<file path="config.mk">
export PLATFORM = sky130hd
export DESIGN_NAME = duration_text_to_milliseconds
export DESIGN_NICKNAME = d
export VERILOG_FILES = /design/src/design/dttm_pkg.sv /design/src/design/duration_text_to_milliseconds.sv /design/src/design/dttm_parse.sv
export SDC_FILE = /design/constraint.sdc
export NUM_CORES = 2
export LEC_CHECK = 0
export BUFFER_PORTS_ARGS = -buffer_cell sky130_fd_sc_hd__buf_2
export CELL_PAD_IN_SITES_DETAIL_PLACEMENT = 1
export CELL_PAD_IN_SITES_GLOBAL_PLACEMENT = 1
export CORE_AREA = 5 5 283 562
export DETAILED_ROUTE_END_ITERATION = 8
export DIE_AREA = 0 0 288 567
export MAX_ROUTING_LAYER = met4
export PLACE_DENSITY_LB_ADDON = 0.08
export SLEW_MARGIN = 20
export SYNTH_ARGS = -nofsm -noshare
export SYNTH_HDL_FRONTEND = slang
export SYNTH_HIERARCHICAL = 1
export SYNTH_SLANG_ARGS = --single-unit
</file>
<file path="constraint.sdc">
create_clock -name clk -period 16.7 [get_ports clk]
set_input_delay 2.505 -clock clk [delete_from_list [all_inputs] [get_ports clk]]
set_output_delay 2.505 -clock clk [all_outputs]
set_load 0.02 [all_outputs]
</file>
<file path="src/design/dttm_pkg.sv">
// Shared types and constants for the duration text to milliseconds parser.
`default_nettype none

package dttm_pkg;

	// Parser phase within the current token
	typedef enum logic [2:0] {
		PH_START,
		PH_WS,
		PH_SIGN,
		PH_DIG,
		PH_PENDM,
		PH_STOP
	} phase_t;

	// Unit scale applied to a finished token
	typedef enum logic [2:0] {
		FAC_MS,
		FAC_SEC,
		FAC_MIN,
		FAC_HOUR,
		FAC_DAY
	} factor_t;

	// Token contributions handed from the parse stage to the scale stage
	typedef struct packed {
		factor_t     factor;
		logic [63:0] val_a;
		logic [63:0] val_b;
	} tok_out_t;

	localparam logic [63:0] POS_CAP = 64'h7FFF_FFFF_FFFF_FFFF;
	localparam logic [63:0] NEG_CAP = 64'h8000_0000_0000_0000;
	// Both caps divided by ten; the last digit then decides one less or not
	localparam logic [63:0] MAG_THR = 64'd922337203685477580;
	localparam logic [3:0]  POS_LAST_DIGIT = 4'd7;
	localparam logic [3:0]  NEG_LAST_DIGIT = 4'd8;

	localparam logic [63:0] MS_PER_SEC  = 64'd1000;
	localparam logic [63:0] MS_PER_MIN  = 64'd60000;
	localparam logic [63:0] MS_PER_HOUR = 64'd3600000;
	localparam logic [63:0] MS_PER_DAY  = 64'd86400000;

	localparam logic [7:0] CH_TAB   = 8'h09;
	localparam logic [7:0] CH_CR    = 8'h0D;
	localparam logic [7:0] CH_SPACE = 8'h20;
	localparam logic [7:0] CH_PLUS  = 8'h2B;
	localparam logic [7:0] CH_MINUS = 8'h2D;
	localparam logic [7:0] CH_ZERO  = 8'h30;
	localparam logic [7:0] CH_NINE  = 8'h39;
	localparam logic [7:0] CH_UP_A  = 8'h41;
	localparam logic [7:0] CH_UP_Z  = 8'h5A;
	localparam logic [7:0] CH_CASE  = 8'h20;
	localparam logic [7:0] CH_LO_D  = 8'h64;
	localparam logic [7:0] CH_LO_H  = 8'h68;
	localparam logic [7:0] CH_LO_M  = 8'h6D;
	localparam logic [7:0] CH_LO_S  = 8'h73;

endpackage

`default_nettype wire

</file>
<file path="src/design/duration_text_to_milliseconds.sv">
// Top level of the duration text to milliseconds parser.
// Usage:
//   Input channel (in_valid/in_ready) carries one text byte per transfer in
//   char_code; is_last marks the final byte of a text. Tokens such as "18d",
//   "-4h", " 12s" or "78ms" are summed; an unmarked number counts as ms.
//   Output channel (out_valid/out_ready) gives one total_ms per text, the
//   two's complement sum in milliseconds, after the transfer of the last byte.
// Throughput: one byte per cycle. The parse state (phase, magnitude, sign)
//   closes its loop within the parse stage; the unit scaling multiply and the
//   running sum sit in stages after it and do not feed back.
// Path: the last byte passes the input register and the parse, scale and
//   merge registers; the result register then takes the total and out_valid.
// Stall: the result register holds a finished total while the receiver
//   keeps out_ready low; bytes of the next text keep flowing and are summed.
//   Only a second finished total reaching the accumulate stage then halts
//   the pipeline, which drops in_ready until the waiting total transfers.
// Reset: arst_n clears all valid flags, the parse state and the running sum;
//   the first byte after reset starts a new text.
`default_nettype none

module duration_text_to_milliseconds (
	input  wire logic               clk,
	input  wire logic               arst_n,
	input  wire logic               in_valid,
	output logic                    in_ready,
	input  wire logic [7:0]         char_code,
	input  wire logic               is_last,
	output logic                    out_valid,
	input  wire logic               out_ready,
	output logic signed [63:0]      total_ms
);

	logic               adv;

	logic               v_s1;
	logic [7:0]         char_s1;
	logic               last_s1;

	dttm_pkg::tok_out_t tok;
	logic               v_s2;
	logic               last_s2;
	dttm_pkg::tok_out_t tok_s2;

	logic [63:0]        prod;
	logic               v_s3;
	logic               last_s3;
	logic [63:0]        prod_s3;
	logic [63:0]        valb_s3;

	logic               v_s4;
	logic               last_s4;
	logic [63:0]        addend_s4;

	logic [63:0]        sum;
	logic [63:0]        total_q;
	logic [63:0]        total_ms_q;
	logic               out_valid_q;

	// Halt everything only when a finished total cannot enter the result register
	assign adv      = !(v_s4 && last_s4 && out_valid_q && !out_ready);
	assign in_ready = adv;

	// Stage 1: input register
	always_ff @(posedge clk or negedge arst_n) begin
		if (!arst_n) begin
			v_s1 <= 1'b0;
		end else if (adv) begin
			v_s1 <= in_valid;
		end
	end

	always_ff @(posedge clk) begin
		if (adv && in_valid) begin
			char_s1 <= char_code;
			last_s1 <= is_last;
		end
	end

	// Stage 2: parse one byte, emit finished token values
	dttm_parse u_parse (
		.clk    (clk),
		.arst_n (arst_n),
		.step   (adv && v_s1),
		.ch     (char_s1),
		.last   (last_s1),
		.tok    (tok)
	);

	always_ff @(posedge clk or negedge arst_n) begin
		if (!arst_n) begin
			v_s2 <= 1'b0;
		end else if (adv) begin
			v_s2 <= v_s1;
		end
	end

	always_ff @(posedge clk) begin
		if (adv) begin
			last_s2 <= last_s1;
			tok_s2  <= (v_s1) ? tok : '0;
		end
	end

	// Stage 3: scale by the unit, wrapping at 64 bits
	always_comb begin
		case (tok_s2.factor)
			dttm_pkg::FAC_MS:   prod = tok_s2.val_a;
			dttm_pkg::FAC_SEC:  prod = tok_s2.val_a * dttm_pkg::MS_PER_SEC;
			dttm_pkg::FAC_MIN:  prod = tok_s2.val_a * dttm_pkg::MS_PER_MIN;
			dttm_pkg::FAC_HOUR: prod = tok_s2.val_a * dttm_pkg::MS_PER_HOUR;
			dttm_pkg::FAC_DAY:  prod = tok_s2.val_a * dttm_pkg::MS_PER_DAY;
			default:            prod = 64'd0;
		endcase
	end

	always_ff @(posedge clk or negedge arst_n) begin
		if (!arst_n) begin
			v_s3 <= 1'b0;
		end else if (adv) begin
			v_s3 <= v_s2;
		end
	end

	always_ff @(posedge clk) begin
		if (adv) begin
			last_s3 <= last_s2;
			prod_s3 <= prod;
			valb_s3 <= tok_s2.val_b;
		end
	end

	// Stage 4: merge the two contributions of a byte
	always_ff @(posedge clk or negedge arst_n) begin
		if (!arst_n) begin
			v_s4 <= 1'b0;
		end else if (adv) begin
			v_s4 <= v_s3;
		end
	end

	always_ff @(posedge clk) begin
		if (adv) begin
			last_s4   <= last_s3;
			addend_s4 <= prod_s3 + valb_s3;
		end
	end

	// Accumulate; on the last byte hand the total to the result register and restart
	assign sum = total_q + addend_s4;

	always_ff @(posedge clk or negedge arst_n) begin
		if (!arst_n) begin
			total_q     <= 64'd0;
			out_valid_q <= 1'b0;
		end else begin
			if (adv && v_s4) begin
				total_q <= last_s4 ? 64'd0 : sum;
			end
			if (adv && v_s4 && last_s4) begin
				out_valid_q <= 1'b1;
			end else if (out_ready) begin
				out_valid_q <= 1'b0;
			end
		end
	end

	always_ff @(posedge clk) begin
		if (adv && v_s4 && last_s4) begin
			total_ms_q <= sum;
		end
	end

	assign out_valid = out_valid_q;
	assign total_ms  = total_ms_q;

endmodule

`default_nettype wire

</file>
<file path="src/design/dttm_parse.sv">
// Per-character token parser: phase, magnitude and sign state plus token emission.
`default_nettype none

module dttm_parse (
	input  wire logic              clk,
	input  wire logic              arst_n,
	input  wire logic              step,
	input  wire logic [7:0]        ch,
	input  wire logic              last,
	output dttm_pkg::tok_out_t     tok
);

	dttm_pkg::phase_t  phase_q;
	logic [63:0]       mag_q;
	logic              neg_q;

	dttm_pkg::phase_t  nph;
	logic [63:0]       nmag;
	logic              nneg;

	dttm_pkg::phase_t  st_ph;
	logic [63:0]       st_mag;
	logic              st_neg;

	logic [7:0]        lc;
	logic              is_ws, is_sign, is_dig, is_m, is_s, is_h, is_d;
	logic [3:0]        dval;
	logic [63:0]       base_mag, thr, cap, dig_mag, old_val, new_val;
	logic              base_neg;
	logic              emit;
	dttm_pkg::factor_t fac;

	always_comb begin
		lc = (ch >= dttm_pkg::CH_UP_A && ch <= dttm_pkg::CH_UP_Z) ?
			ch + dttm_pkg::CH_CASE : ch;
		is_ws   = (ch == dttm_pkg::CH_SPACE) ||
			(ch >= dttm_pkg::CH_TAB && ch <= dttm_pkg::CH_CR);
		is_sign = (ch == dttm_pkg::CH_PLUS) || (ch == dttm_pkg::CH_MINUS);
		is_dig  = (ch >= dttm_pkg::CH_ZERO) && (ch <= dttm_pkg::CH_NINE);
		is_m    = (lc == dttm_pkg::CH_LO_M);
		is_s    = (lc == dttm_pkg::CH_LO_S);
		is_h    = (lc == dttm_pkg::CH_LO_H);
		is_d    = (lc == dttm_pkg::CH_LO_D);
		dval    = ch[3:0];

		// Digit accumulation with saturation at the signed limits
		base_mag = (phase_q == dttm_pkg::PH_DIG) ? mag_q : 64'd0;
		base_neg = neg_q && (phase_q == dttm_pkg::PH_SIGN || phase_q == dttm_pkg::PH_DIG);
		thr      = dttm_pkg::MAG_THR - {63'd0, (dval > (base_neg ?
			dttm_pkg::NEG_LAST_DIGIT : dttm_pkg::POS_LAST_DIGIT))};
		cap      = base_neg ? dttm_pkg::NEG_CAP : dttm_pkg::POS_CAP;
		dig_mag  = (base_mag > thr) ? cap :
			(base_mag << 3) + (base_mag << 1) + {60'd0, dval};

		old_val = neg_q ? (64'd0 - mag_q) : mag_q;

		// Fresh token start for this character
		st_mag = 64'd0;
		st_neg = 1'b0;
		if (is_ws) begin
			st_ph = dttm_pkg::PH_WS;
		end else if (is_sign) begin
			st_ph  = dttm_pkg::PH_SIGN;
			st_neg = (ch == dttm_pkg::CH_MINUS);
		end else if (is_dig) begin
			st_ph  = dttm_pkg::PH_DIG;
			st_mag = {60'd0, dval};
		end else if (is_m) begin
			st_ph = dttm_pkg::PH_PENDM;
		end else if (is_s || is_h || is_d) begin
			st_ph = dttm_pkg::PH_START;
		end else begin
			st_ph = dttm_pkg::PH_STOP;
		end

		nph  = phase_q;
		nmag = mag_q;
		nneg = neg_q;
		emit = 1'b0;
		fac  = dttm_pkg::FAC_MS;
		case (phase_q)
			dttm_pkg::PH_START: begin
				nph  = st_ph;
				nmag = st_mag;
				nneg = st_neg;
			end
			dttm_pkg::PH_WS: begin
				if (is_ws) begin
					nph = dttm_pkg::PH_WS;
				end else if (is_sign) begin
					nph  = dttm_pkg::PH_SIGN;
					nneg = (ch == dttm_pkg::CH_MINUS);
				end else if (is_dig) begin
					nph  = dttm_pkg::PH_DIG;
					nmag = dig_mag;
				end else begin
					nph = dttm_pkg::PH_STOP;
				end
			end
			dttm_pkg::PH_SIGN: begin
				if (is_dig) begin
					nph  = dttm_pkg::PH_DIG;
					nmag = dig_mag;
				end else begin
					nph = dttm_pkg::PH_STOP;
				end
			end
			dttm_pkg::PH_DIG: begin
				if (is_dig) begin
					nmag = dig_mag;
				end else if (is_m) begin
					nph = dttm_pkg::PH_PENDM;
				end else if (is_s || is_h || is_d) begin
					emit = 1'b1;
					fac  = is_s ? dttm_pkg::FAC_SEC :
						(is_h ? dttm_pkg::FAC_HOUR : dttm_pkg::FAC_DAY);
					nph  = dttm_pkg::PH_START;
					nmag = 64'd0;
					nneg = 1'b0;
				end else begin
					emit = 1'b1;
					nph  = st_ph;
					nmag = st_mag;
					nneg = st_neg;
				end
			end
			dttm_pkg::PH_PENDM: begin
				emit = 1'b1;
				if (is_s) begin
					nph  = dttm_pkg::PH_START;
					nmag = 64'd0;
					nneg = 1'b0;
				end else begin
					fac  = dttm_pkg::FAC_MIN;
					nph  = st_ph;
					nmag = st_mag;
					nneg = st_neg;
				end
			end
			default: begin
				nph = dttm_pkg::PH_STOP;
			end
		endcase

		new_val = nneg ? (64'd0 - nmag) : nmag;

		// Token left open at text end: digits count as ms, a pending 'm' as minutes.
		// With an emission already present the open token is at most one digit.
		tok.factor = fac;
		tok.val_a  = emit ? old_val : 64'd0;
		tok.val_b  = 64'd0;
		if (last) begin
			if (emit) begin
				if (nph == dttm_pkg::PH_DIG) begin
					tok.val_b = new_val;
				end
			end else if (nph == dttm_pkg::PH_DIG) begin
				tok.factor = dttm_pkg::FAC_MS;
				tok.val_a  = new_val;
			end else if (nph == dttm_pkg::PH_PENDM) begin
				tok.factor = dttm_pkg::FAC_MIN;
				tok.val_a  = new_val;
			end
		end
	end

	always_ff @(posedge clk or negedge arst_n) begin
		if (!arst_n) begin
			phase_q <= dttm_pkg::PH_START;
			mag_q   <= 64'd0;
			neg_q   <= 1'b0;
		end else if (step) begin
			if (last) begin
				phase_q <= dttm_pkg::PH_START;
				mag_q   <= 64'd0;
				neg_q   <= 1'b0;
			end else begin
				phase_q <= nph;
				mag_q   <= nmag;
				neg_q   <= nneg;
			end
		end
	end

endmodule

`default_nettype wire

</file>
==> results.md <==
* CP delay by family, top: compound AO/OA/AOI/OAI gates
* Critical Path Start Type: register
* Initial antenna violation count at 35
* Peak supply drop at 0.104 mV
* Clock-pin slew on the worst setup and hold paths at 70 ps
* Starting Density at 52.7%
* Max Slew Vio Count at 0
* Slew HR at 7.70%
* Crit share post-route at 56.7%
* H-tree depth at 2
* Number of synthesized flops with an enable pin at 399
* Via count at 71300
* Dpl ws at 7670 ps
* Cell-internal power at 5.18 mW
* Site Rows at 204
* Worst path max stage delay at 930 ps
* Clk_lat worst skew at 760 ps
* Post-CTS Hold Buffers at 0
* Pin count of the biggest net entering global routing at 112
* Placeable Area at 154000 um^2
* Skew final at 41.9 ps
* Synthesis warning total at 6
* Die Ht at 567 um
* Dpl hpwl at 309000 um
* Min-delay worst type: reg -> reg
* Post-CTS Setup Inserts at 0
* FF+latch area at 15400 um^2
* Post-Syn Area per Cell at 9.46 um^2
* First-pass GRT wire length at 564000 um
* Hold Crit Endpoint: valb_s3[9]
* Commonest cells after routing, fill and taps aside: inv_1 (1614), fa_1 (1074), ha_1 (757)
* Slowest CP cell: o32ai_1
* Nets at 10400
* Crit path capture type: register
* Minimum clock period at 9460 ps
* IO buf count at 78
* Fillcell total at 17700
* Actual slew at the worst max-slew pin at 1370 ps
* Register share of total power at 18.2%
* Die width at 288 um
* CTS buffer count at 57
* Leak pwr at 42.4 nW
* Number of global-route vias before repair at 79400
* Ordered cell list for the critical path: nor2b_1 -> nand2_1 -> inv_1 -> ha_1 -> nor2b_1 -> o21ai_0 -> nand2b_1 -> a21oi_1 -> a41o_1 -> inv_1 -> ha_1 -> nand4_1 -> nor4_1 -> a2111o_1 -> a21o_1 -> a21oi_1 -> o32ai_1 -> o2111a_1 -> nor4b_1 -> nand2_1 -> o31ai_1 -> xor2_1 -> o22ai_1 -> and2_1
* Setup TNS at 0 ps
* Worst Hold Path Cells at 0
* Multi-input logic area at 58600 um^2
* Root buffer cell: clkbuf_16
* Distinct cell type count after synthesis at 111
* Worst R2R Path Depth at 24
* Fin util at 55.9%
* Gp weighted congestion at 1.15
* Switching share of power at 54.7%
* RR Endpoint: tok_s2[118]
* TritonCTS clock tree: done
* Buffers & Inverters on Critical Path at 2
* Overall routing resource usage at 49.4%
* Mapped Cells at 8592
* Clk sinks at 536
* Synth top area cells: fa_1 (26%), edfxtp_1 (15%), ha_1 (12%)
* Final hold violation count at 0
* WP data required at 17190 ps
* Final setup vio count at 0
* Final ANT Viol Nets at 0
* Global route overflow at 0
* Worst Hold Launch: tok_s2[9]
* Logic pwr share at 69.4%
* Final WL at 386000 um
* Synth Flop Type: edfxtp_1
* Clock buffer depth at 3
* Die ar. at 163000 um^2
* Area Growth Syn to Fin at 6.11%
* Outcome: finished, final reports clean
* Synth Cell Area at 81300 um^2
* DRT iter0 DRCs at 6488
* Largest area contributor in the netlist: fa_1
* Part of the Yosys area used for sequential elements at 19.0%
* IO Pins at 79
* Switch Pwr at 6.27 mW
* Post-synthesis register bit count at 536
* Worst reg2reg setup slack at 7240 ps
* Residual DRC at 0
* Post-DR vias/cell at 6.65
* Share of cells above drive strength 1 at 5.39%
* Clock power frac at 12.4%
* Commonest non-fill, non-tap cell in the layout: inv_1
* Max Fclk at 106 MHz
* Final worst setup slack at 7240 ps
* Drt pass-1 iters at 8
* RSZ-0062 raised after global routing: no
* Post-synth top area share at 26.5%
* PwrDens at 133 nW/um^2
* Critical R2R Launch: u_parse/phase_q[1]
* Kind of critical path: reg -> reg
* Crit path max fanout at 12
* Max Cap Violations at 0
* Post-CTS Resized at 0
* Drt wl/cell at 36.0 um
* Asr flop ratio synth at 25.6%
* Arr. time, crit path at 9950 ps
-- stage by stage --
stage / hold WS [ps] / power, mW / instance area (um^2) / std cells
after global placement: 400 / 9.28 / 84000 / 10600
final: 414 / 11.4 / 86200 / 10700
after detailed placement: 405 / 9.52 / 84000 / 10600
after floorplan: 400 / 6.59 / 81500 / 8651
after global routing: 424 / 11.9 / 86200 / 10700
after CTS: 411 / 11.0 / 86000 / 10700
-- cells by family after synthesis --
kind of cell | after synthesis | synth area share [%]
compound gates | 2063 | 17.3
fa+ha+maj | 1831 | 38.1
buf+inv | 1968 | 9.41
xor+xnor | 543 | 5.85
simple gates | 1632 | 10.2
other cells | 1 | 0.00461
mux | 18 | 0.226
flops | 536 | 19.0
-- state kept, by name, summed over array words and instances (netlist names) --
| name | flops |
|---|---|
| last_s4 | 1 |
| addend_s4 | 64 |
| v_s4 | 1 |
| total_ms | 64 |
| prod_s3 | 64 |
| last_s1 | 1 |
| u_parse/mag_q | 64 |
| last_s3 | 1 |
| u_parse/phase_q | 3 |
| valb_s3 | 64 |
| total_q | 64 |
| last_s2 | 1 |
| out_valid | 1 |
| v_s1 | 1 |
| v_s2 | 1 |
| v_s3 | 1 |
| u_parse/neg_q | 1 |
| char_s1 | 8 |
| tok_s2 | 131 |
-- cell type report --
type                       instances  area share [%]
sequential                       536            17.9
multi-input combinational       6147            68.0
tap                             2060            2.99
inverter                        1616            7.03
timing repair buffer             217            1.71
clock buffer                      67            1.75
clock inverter                    40           0.554
antenna                           35           0.102
-- power by group through the flow --
stage | sequential [mW] | clock, mW | combinational [mW]
after floorplan | 2.15 | 0 | 4.45
after global placement | 2.08 | 0 | 7.20
after detailed placement | 2.10 | 0 | 7.42
after CTS | 2.08 | 1.42 | 7.48
after global routing | 2.10 | 1.48 | 8.37
final | 2.08 | 1.42 | 7.95
-- worst max path at each step --
| stage | endpoint | depth (start not counted) | start | slack, ps |
|---|---|---|---|---|
| finish | tok_s2[118] | 24 | u_parse/phase_q[1] | 7240 |
| floorplan | u_parse/mag_q[35] | 8 | out_ready | 2550 |
| global route | tok_s2[122] | 24 | u_parse/phase_q[1] | 7160 |
| global placement | tok_s2[126] | 24 | u_parse/phase_q[1] | 7750 |
| CTS | tok_s2[118] | 24 | u_parse/phase_q[1] | 7640 |
| detailed placement | tok_s2[118] | 24 | u_parse/phase_q[1] | 7670 |
-- cell usage after synthesis, types with 16 or more instances --
library cell / number
a211o_1: 17
a211oi_1: 61
a21boi_0: 16
a21o_1: 277
a21oi_1: 497
a221oi_1: 33
a222oi_1: 20
a22o_1: 67
a22oi_1: 35
a31oi_1: 63
and2_1: 190
and3_1: 47
buf_4: 61
clkbuf_1: 267
dfrtp_1: 137
edfxtp_1: 399
fa_1: 1074
ha_1: 757
inv_1: 1614
nand2_1: 410
nand2b_1: 63
nand3_1: 108
nand4_1: 126
nor2_1: 354
nor2b_1: 48
nor3_1: 89
nor4_1: 27
o211ai_1: 54
o21a_1: 47
o21ai_0: 302
o21ai_1: 53
o21bai_1: 67
o221ai_1: 27
o22ai_1: 118
o2bb2ai_1: 18
o31a_1: 19
o31ai_1: 47
o41ai_1: 18
or2_2: 32
or3_1: 39
or4_1: 20
xnor2_1: 349
xor2_1: 194
-- layer usage --
layer,global-route usage (%),share of wire [%]
met1,42.5,28
met5,-,0
met4,54.9,16
met3,15.9,7.6
met2,78.9,48
No activity file was read; power rests on OpenSTA's default activity.
